[src/rtl/fpm_pkg.sv]
// ============================================================================
// fpm_pkg
// Shared types, constants and the microcode table of the page map builder.
// ============================================================================
package fpm_pkg;

    localparam int POOL_PAGES       = 64;
    localparam int ENTRIES_PER_PAGE = 512;
    localparam int STORE_DEPTH      = POOL_PAGES * ENTRIES_PER_PAGE;
    localparam int STORE_AW         = $clog2(STORE_DEPTH);
    localparam int PAGE_W           = $clog2(POOL_PAGES);
    localparam int PU_W             = $clog2(POOL_PAGES + 1);
    localparam int IDX_W            = $clog2(ENTRIES_PER_PAGE);
    localparam int ENTRY_W          = 64;
    localparam int BASE_W           = 40;
    localparam int VA_W             = 48;
    localparam int PA_W             = 52;
    localparam int OFFSET_W         = 12;
    localparam int HI_W             = ENTRY_W - OFFSET_W;
    localparam int STEP_W           = 4;

    localparam logic [ENTRY_W-1:0] ENTRY_FLAGS = ENTRY_W'(3);
    localparam logic [BASE_W-1:0]  BASE_RESET  = BASE_W'(10);

    typedef logic [STEP_W-1:0] step_t;

    typedef enum logic [2:0] {
        UOP_NOP,
        UOP_READ,
        UOP_SUB,
        UOP_FOLLOW,
        UOP_LINK,
        UOP_LEAF,
        UOP_FAIL,
        UOP_DONE
    } uop_t;

    typedef enum logic [2:0] {
        COND_NEVER,
        COND_ALWAYS,
        COND_MISALIGNED,
        COND_LAST_LEVEL,
        COND_ENTRY_ZERO,
        COND_BAD_LINK,
        COND_POOL_FULL
    } cond_t;

    typedef enum logic [1:0] {
        STATUS_OK,
        STATUS_MISALIGNED,
        STATUS_POOL_EMPTY,
        STATUS_BAD_LINK
    } status_t;

    typedef struct packed {
        uop_t    uop;
        cond_t   cond;
        step_t   target;
        status_t fail_code;
    } ucode_t;

    typedef struct packed {
        uop_t    uop;
        status_t fail_code;
    } dp_ctrl_t;

    typedef struct packed {
        logic misaligned;
        logic last_level;
        logic entry_zero;
        logic bad_link;
        logic pool_full;
    } dp_flags_t;

    localparam step_t STEP_ALIGN      = step_t'(0);
    localparam step_t STEP_LEVEL      = step_t'(1);
    localparam step_t STEP_READ       = step_t'(2);
    localparam step_t STEP_EVAL       = step_t'(3);
    localparam step_t STEP_CHECK      = step_t'(4);
    localparam step_t STEP_FOLLOW     = step_t'(5);
    localparam step_t STEP_ALLOC      = step_t'(6);
    localparam step_t STEP_LINK       = step_t'(7);
    localparam step_t STEP_LEAF       = step_t'(8);
    localparam step_t STEP_MISALIGNED = step_t'(9);
    localparam step_t STEP_BAD_LINK   = step_t'(10);
    localparam step_t STEP_POOL_EMPTY = step_t'(11);
    localparam step_t STEP_DONE       = step_t'(12);

    function automatic ucode_t ucode_rom(input step_t step);
        ucode_t word;
        unique case (step)
            STEP_ALIGN:      word = '{UOP_NOP,    COND_MISALIGNED, STEP_MISALIGNED, STATUS_OK};
            STEP_LEVEL:      word = '{UOP_NOP,    COND_LAST_LEVEL, STEP_LEAF,       STATUS_OK};
            STEP_READ:       word = '{UOP_READ,   COND_NEVER,      STEP_ALIGN,      STATUS_OK};
            STEP_EVAL:       word = '{UOP_SUB,    COND_ENTRY_ZERO, STEP_ALLOC,      STATUS_OK};
            STEP_CHECK:      word = '{UOP_NOP,    COND_BAD_LINK,   STEP_BAD_LINK,   STATUS_OK};
            STEP_FOLLOW:     word = '{UOP_FOLLOW, COND_ALWAYS,     STEP_LEVEL,      STATUS_OK};
            STEP_ALLOC:      word = '{UOP_NOP,    COND_POOL_FULL,  STEP_POOL_EMPTY, STATUS_OK};
            STEP_LINK:       word = '{UOP_LINK,   COND_ALWAYS,     STEP_LEVEL,      STATUS_OK};
            STEP_LEAF:       word = '{UOP_LEAF,   COND_ALWAYS,     STEP_DONE,       STATUS_OK};
            STEP_MISALIGNED: word = '{UOP_FAIL,   COND_ALWAYS,     STEP_DONE,
                                      STATUS_MISALIGNED};
            STEP_BAD_LINK:   word = '{UOP_FAIL,   COND_ALWAYS,     STEP_DONE,
                                      STATUS_BAD_LINK};
            STEP_POOL_EMPTY: word = '{UOP_FAIL,   COND_ALWAYS,     STEP_DONE,
                                      STATUS_POOL_EMPTY};
            STEP_DONE:       word = '{UOP_DONE,   COND_NEVER,      STEP_ALIGN,      STATUS_OK};
            default:         word = '{UOP_DONE,   COND_NEVER,      STEP_ALIGN,      STATUS_OK};
        endcase
        return word;
    endfunction

endpackage

[src/rtl/fpm_sequencer.sv]
// ============================================================================
// fpm_sequencer
// Step counter and microcode table with conditional jumps.
// ============================================================================
module fpm_sequencer
    import fpm_pkg::*;
(
    input  logic      clk,
    input  logic      rst_n,
    input  logic      go,
    input  dp_flags_t flags,
    output dp_ctrl_t  ctrl,
    output logic      running
);

    logic   run_reg;
    logic   run_next;
    step_t  step_reg;
    step_t  step_next;
    ucode_t word;
    logic   taken;

    assign word = ucode_rom(step_reg);

    always_comb
    begin
        unique case (word.cond)
            COND_NEVER:      taken = 1'b0;
            COND_ALWAYS:     taken = 1'b1;
            COND_MISALIGNED: taken = flags.misaligned;
            COND_LAST_LEVEL: taken = flags.last_level;
            COND_ENTRY_ZERO: taken = flags.entry_zero;
            COND_BAD_LINK:   taken = flags.bad_link;
            COND_POOL_FULL:  taken = flags.pool_full;
            default:         taken = 1'b0;
        endcase
    end

    always_comb
    begin
        run_next  = run_reg;
        step_next = step_reg;
        if (go)
        begin
            run_next  = 1'b1;
            step_next = STEP_ALIGN;
        end
        else if (run_reg)
        begin
            if (word.uop == UOP_DONE)
            begin
                run_next = 1'b0;
            end
            step_next = taken ? word.target : step_t'(step_reg + step_t'(1));
        end
    end

    always_ff @(posedge clk or negedge rst_n)
    begin
        if (!rst_n)
        begin
            run_reg  <= 1'b0;
            step_reg <= STEP_ALIGN;
        end
        else
        begin
            run_reg  <= run_next;
            step_reg <= step_next;
        end
    end

    assign ctrl.uop       = run_reg ? word.uop : UOP_NOP;
    assign ctrl.fail_code = word.fail_code;
    assign running        = run_reg;

endmodule

[config.mk]
export PLATFORM = sky130hd
export DESIGN_NAME = fpm_sequencer
export DESIGN_NICKNAME = d
export VERILOG_FILES = /design/src/rtl/fpm_pkg.sv /design/src/rtl/fpm_sequencer.sv
export SDC_FILE = /design/constraint.sdc
export NUM_CORES = 1
export LEC_CHECK = 0
export BUFFER_PORTS_ARGS = -buffer_cell sky130_fd_sc_hd__clkbuf_2
export CAP_MARGIN = 20
export CORE_MARGIN = 1.5
export CORE_UTILIZATION = 45
export DETAILED_ROUTE_END_ITERATION = 6
export GPL_ROUTABILITY_DRIVEN = 0
export PLACE_DENSITY = 0.72
export RECOVER_POWER = 100
export SYNTH_ARGS = -nofsm -noshare
export SYNTH_HDL_FRONTEND = slang
export SYNTH_SLANG_ARGS = --single-unit
[constraint.sdc]
create_clock -name clk -period 4.05 [get_ports clk]
set_clock_uncertainty 0.2 [all_clocks]
set_input_delay 0.81 -clock clk [delete_from_list [all_inputs] [get_ports clk]]
set_output_delay 0.81 -clock clk [all_outputs]
set_load 0.005 [all_outputs]
[After elaboration in Yosys (flattened, before gate mapping)]
Memories as Yosys holds them, arrays and structs flattened.
Index checks and enable logic that the tools add are counted.
Storage, ports and cells
  register bits after elaboration: 5
  logic and storage cells: 20
  bits of input ports: 8
  memories kept: 1
  memory bits (read-only): 192
  output and inout bits: 6
Memories
  (name not given): depth 16, width 12, rd ports 1, clocked after memory_dff 0, wr ports 0, line fpm_pkg.sv:91  | unique case (step)
Operators by class
  mux-type cells: 8
  equality and inequality tests: 7
  add/subtract/negate cells: 1
  reductions and logical operators: 1
Operators by type and width (number)
  3-bit equality test (second input constant): 4
  4-bit two-way mux: 3
  3-bit by 2-bit equality test with 1-bit output (second input constant): 2
  1-bit one-hot mux with 6 select lines: 1
  4-bit by 1-bit adder with 4-bit output (second input constant): 1
  3-bit by 1-bit equality test with 1-bit output (second input constant): 1
  1-bit two-way mux: 3
  3-bit two-way mux: 1
  2-bit nonzero test: 1

[Logic depth before layout (Yosys ltp)]
Gate-level depths: netlist of the first run.
An unclocked memory read counts as a cell.
  word-level depth: 6
  gate-level depth with buffers: 8
  depth with buffers taken out: 8

[Worst setup path before layout of the first run]
OpenSTA, ideal clock, no wires.
  path type: register -> output
  start point: register step_reg[1]
  end point: output port ctrl[3] (netlist bit)
  buffers on the path: 0
  stages on the path, launching flop included: 7
  path slack: 1.687 ns
  data arrival time: 1.353 ns
  cells stage by stage: dfrtp_1 -> inv_1 -> ha_1 -> and2_1 -> o21ai_0 -> o21a_1 -> and2_1
RTL lines
  from (decl): line fpm_sequencer.sv:18  | step_t step_reg;
  from (signal assigned): line fpm_sequencer.sv:68  | step_reg <= step_next;
  to (decl): line fpm_sequencer.sv:12  | output dp_ctrl_t ctrl,

==> flow_metrics.py, run 1 <==
metrics = {
    "layout": {
        "fin_nets": 115,
        "area_growth_pct": 10.1,
        "largest_register_ffs": 4,
        "layout-drive-gt1-share": 0.152,
        "diodes": 0,
    },
    "synth": {
        "synth_fa_ha_area_frac": 0.136,
        "async_flop_share": 1.00,
        "synth_compound_area_frac": 0.298,
        "synthFlopType": "dfrtp_1",
        "synthMuxAreaShare": 0,
        "synth_seq_cells": 5,
        "synthSimpleGateAreaFrac": 0.275,
        "synth.cell_area_um2": 646,
        "synth_top_family_by_area": "compound AO/OA/AOI/OAI gates",
        "syn_nets": 101,
        "yosys_warnings": 0,
        "yosysUniqueCellTypes": 31,
        "avgSynthCellArea_um2": 7.51,
        "syn_inst": 86,
        "synth-edff-count": 0,
        "synth_xor_area_frac": 0.0271,
        "yosysSeqAreaShare": 0.194,
    },
    "critical_path": {
        "end_kind": "output pin",
        "critPathKind": "reg2out",
        "worstSetupStartpoint": "step_reg[1]",
        "required_ns": 3.04,
        "reg2reg_from": "step_reg[1]",
        "cp_max_fo": 8,
        "worst_setup_path_start_kind": "flip-flop",
        "rr_worst_depth": 7,
        "crit_arrival_ns": 1.81,
    },
    "die": {
        "die_x_um": 40.9,
        "num_rows": 13,
        "floorplan.initialDensity": 0.490,
        "die_h_um": 40.9,
        "dieArea_um2": 1670,
        "core_um2": 1320,
        "io_pins": 14,
    },
    "sta": {
        "finalHoldViolCount": 0,
        "whs_ns": 0.225,
        "worst_slack_ns": 1.23,
        "rsz0062_at_grt": "no",
        "max_freq_mhz": 355,
        "relSlewSlack": 0.494,
        "fin_crit_ns": 2.82,
        "setup-violations-final": 0,
        "setup_tns_ns": 0,
        "finalMaxSlewViolations": 0,
        "worst_pin_slew_ns": 0.753,
        "period_share": 0.696,
    },
    "place": {
        "io_buffers": 13,
        "hpwl_mm": 1.18,
        "dp_slack_ns": 1.50,
    },
    "global_routing": {
        "overflow": 0,
        "grt_pass1_wl_mm": 2.21,
        "grt_max_degree": 20,
        "grt_pass1_vias": 489,
        "grt_use_total": 0.200,
        "antenna_found_initial": 0,
    },
    "pwr": {
        "peakVddDrop_mv": 0.250,
        "power_frac_comb": 0.642,
        "power_density_nw_per_um2": 668,
        "power_switching_uw": 237,
        "p_leak_uw": 0.000329,
        "finalPower_uw": 474,
        "intPower_uw": 237,
        "clockPowerShare": 0.119,
        "p_sw_frac": 0.499,
        "seqPwrFrac": 0.239,
    },
    "drt": {
        "vias": 640,
        "dr.pass1.iters": 4,
        "drc_errors": 0,
        "drtIter0Drc": 16,
        "wl_per_cell_um": 13.2,
        "ant_nets": 0,
        "routed_wl_mm": 1.51,
        "viasPerCell": 5.61,
    },
    "min_path": {
        "min_path_type": "in2async",
    },
    "clock_network": {
        "cts_buffer_depth": 2,
        "cts_buffers": 3,
        "clk_latency_ns": 0.24,
        "cts_num_sinks": 5,
        "cts_max_level": 1,
        "path_clk_slew_ns": 0.04,
        "cts_tree": "done",
        "hold_buffers": 0,
        "cts_setup_buffers": 0,
        "cts_root_buffer": "clkbuf_4",
        "cts_resized": 0,
    },
    "outcome": {
        "status": "finished, final reports clean",
    },
    "flow_run": {
        "maxCapViolCount": 0,
    },
}
## kinds of logic after synthesis
family          after synthesis
simple gates                 35
fa+ha+maj                     7
compound gates               27
buf+inv                      10
flops                         5
xor+xnor                      2
## power by group through the flow
stage | clock network, µW | logic (µW) | registers, µW
6_report | 56.3 | 305 | 114
5_1_grt | 64.9 | 346 | 118
4_1_cts | 59.8 | 323 | 113
3_5_place_dp | 0 | 321 | 114
3_3_place_gp | 0 | 315 | 112
2_1_floorplan | 0 | 272 | 84.7
## path summary, 6_finish.rpt
| path | to | slack (ns) |
|---|---|---|
| max reg2reg | step_reg[3] | 1.29 |
| min | step_reg[2] | 0.22 |
| min in group clk | step_reg[1] | 0.51 |
| max | ctrl[3] | 1.23 |
| max in group asynchronous | step_reg[1] | 3.20 |
| min reg2reg | step_reg[1] | 0.51 |
## cell usage in the layout, fill, tap and decap left out, types with 3 or more instances in the layout
master and count:
a211oi_1 3, a21oi_1 8, and3_1 3, clkbuf_1 5, clkbuf_2 9, clkbuf_4 3
dfrtp_1 5, ha_1 7, inv_1 6, nand2_1 6, nand2b_1 3, nor2_1 11
nor3_1 3, o21ai_0 4
## cells in the mapped netlist (2+ instances only)
| library cell | n | area [µm²] |
|---|---|---|
| and3_1 | 3 | 18.8 |
| inv_1 | 6 | 22.5 |
| dfrtp_1 | 5 | 125 |
| o31ai_2 | 2 | 25.0 |
| and2_1 | 3 | 18.8 |
| o221ai_1 | 2 | 17.5 |
| o21ai_0 | 4 | 20.0 |
| clkbuf_1 | 3 | 11.3 |
| a21oi_1 | 8 | 40.0 |
| nand2_1 | 6 | 22.5 |
| nor3_1 | 3 | 15.0 |
| nor2_1 | 11 | 41.3 |
| ha_1 | 7 | 87.6 |
| a211oi_1 | 3 | 22.5 |
| nand3_1 | 2 | 10.0 |
| nand2b_1 | 3 | 18.8 |
## area by class of cell
cell class                      instances  area, µm²
Clock buffer                            4       26.3
Fill cell                             134        607
Inverter                                6       22.5
Multi-Input combinational cell         71        458
Sequential cell                         5        125
Tap cell                               15       18.8
Timing Repair Buffer                   13       60.1
## per-layer routing
layer / part of all wire / up-vias / global-route usage
met2: 0.45 / 15 / 0.316
met5: 0 / - / 0
li1: - / 334 / -
met3: 0.035 / 0 / 0.0652
met4: 0 / 0 / 0
met1: 0.51 / 291 / 0.278
## worst max-delay path, cell delays in order, from the launching register on
cell and delay (ns):
dfrtp_1 0.50, inv_1 0.13, ha_1 0.23, and2_0 0.17
o21ai_0 0.16, o21a_1 0.15, and2_1 0.13, clkbuf_1 0.11
## per-stage QoR
step / instance area (µm²) / utilization / std cells
detailed placement: 707 / 0.537 / 110
global route: 711 / 0.539 / 114
finish: 711 / 0.539 / 114
CTS: 733 / 0.557 / 114
floorplan: 646 / - / 86
global placement: 707 / 0.537 / 110
Power figures use the tool's default switching activity.
==> run 2, diff against run 1 <==
clock period = 2.9 ns   (was 4.05 ns; I/O delays follow)
==> run 2 against run 1 <==
Global-route usage up 1.1 points. Flip-flop and latch count unchanged. Total power up 43%. Final area up 2.3%. Final cell count up 0.88%. Sequential power up 42%. Die area unchanged.
==> flow_metrics.py, run 2 (synthesis results as in run 1) <==
metrics = {
    "outcome": {
        "status": "finished, final reports clean",
    },
    "layout": {
        "layout-drive-gt1-share": 0.170,
        "final_util": 0.552,
        "final_cell_mix": "nor2_1, clkbuf_2, a21oi_1",
        "area_growth_pct": 12.6,
        "final_cell_area_um2": 727,
        "diodes": 0,
        "final_common_cell": "nor2_1",
        "largest_register_ffs": 4,
        "nFillCells": 138,
        "fin_nets": 116,
    },
    "critical_path": {
        "crit_arrival_ns": 1.85,
        "required_ns": 2.12,
        "path_common_cell": "and2_0",
        "worst-path-buf-inv": 2,
        "crit_chain": "inv_1, ha_1, and2_0, o21ai_0, o21a_1, and2_0, clkbuf_2",
        "worst_path_max_delay_cell": "dfrtp_1",
        "critPathKind": "reg2out",
        "end_kind": "output pin",
        "cpLargestDelayFamily": "flip-flops",
        "cp_max_fo": 8,
        "slowest_delay_ns": 0.51,
        "worst_setup_path_start_kind": "flip-flop",
    },
    "sta": {
        "worst_pin_slew_ns": 0.639,
        "fin_crit_ns": 2.63,
        "finalHoldViolCount": 0,
        "rsz0062_at_grt": "no",
        "relSlewSlack": 0.574,
        "setup_tns_ns": 0,
        "finalMaxSlewViolations": 0,
        "period_share": 0.908,
        "max_freq_mhz": 380,
        "setup-violations-final": 0,
    },
    "global_routing": {
        "grt_use_total": 0.211,
        "grt_pass1_wl_mm": 2.38,
        "antenna_found_initial": 0,
        "grt_pass1_vias": 559,
        "overflow": 0,
        "grt_max_degree": 20,
    },
    "place": {
        "hpwl_mm": 1.17,
        "io_buffers": 13,
        "dpl_cell_area_um2": 707,
    },
    "clock_network": {
        "cts_setup_buffers": 0,
        "cts_resized": 0,
        "cts_num_sinks": 5,
        "cts_buffer_depth": 2,
        "path_clk_slew_ns": 0.04,
        "cts_buffers": 3,
        "hold_buffers": 1,
        "cts_root_buffer": "clkbuf_4",
        "cts_max_level": 1,
        "clk_latency_ns": 0.24,
        "cts_tree": "done",
    },
    "die": {
        "die_x_um": 40.9,
        "core_um2": 1320,
        "num_rows": 13,
        "io_pins": 14,
        "die_h_um": 40.9,
        "dieArea_um2": 1670,
        "floorplan.initialDensity": 0.490,
    },
    "pwr": {
        "p_leak_uw": 0.000337,
        "power_density_nw_per_um2": 931,
        "peakVddDrop_mv": 0.403,
    },
    "drt": {
        "dr.pass1.iters": 4,
        "viasPerCell": 5.69,
        "vias": 654,
        "ant_nets": 0,
        "routed_wl_mm": 1.53,
        "wl_per_cell_um": 13.3,
        "drtIter0Drc": 17,
        "drc_errors": 0,
    },
    "min_path": {
        "min_path_type": "in2reg",
    },
    "flow_run": {
        "maxCapViolCount": 0,
    },
}
-- run 2: per-stage QoR --
step                      hold slack (ns)  total power [µW]  cells  setup WS, ns
after detailed placement            0.204               605    110         0.467
after global routing                0.379               750    115         0.120
after floorplan                    0.0844               498     86         0.716
final                               0.387               677    115         0.267
after CTS                           0.381               693    115         0.274
after global placement              0.206               602    110         0.540
-- run 2: final cells by class --
| class | count | area [µm²] | area share |
|---|---|---|---|
| clock buffers | 4 | 26.3 | 0.0361 |
| flip-flops and latches | 5 | 125 | 0.172 |
| repair buffers | 14 | 71.3 | 0.0981 |
| inverters | 6 | 22.5 | 0.0310 |
| multi-input cells | 71 | 463 | 0.637 |
| well taps | 15 | 18.8 | 0.0258 |
-- run 2: final timing paths --
check                      cells past startpoint  slack, ns   startpoint          end
hold / removal                                 2       0.39           go  step_reg[2]
setup / recovery                               7       0.27  step_reg[1]      ctrl[3]
setup reg to reg                               7       0.31  step_reg[1]  step_reg[3]
hold reg to reg                                3       0.52  step_reg[0]  step_reg[0]
min in group asynchronous                      2       0.52        rst_n      running
max in group asynchronous                      2       1.76        rst_n  step_reg[0]
-- run 2: report_power, final --
group / leakage, µW / switching, µW / internal [µW]
Clock: 0.0000150 / 29.4 / 52.1
Sequential: 0.0000612 / 70.3 / 92.0
Combinational: 0.000261 / 239 / 194
Total: 0.000337 / 338 / 338
-- run 2: metal layers --
layer / global-route usage / share of wire
met5: 0 / 0
met4: 0.0250 / 0.0098
met3: 0.0489 / 0.037
met2: 0.340 / 0.48
met1: 0.289 / 0.48
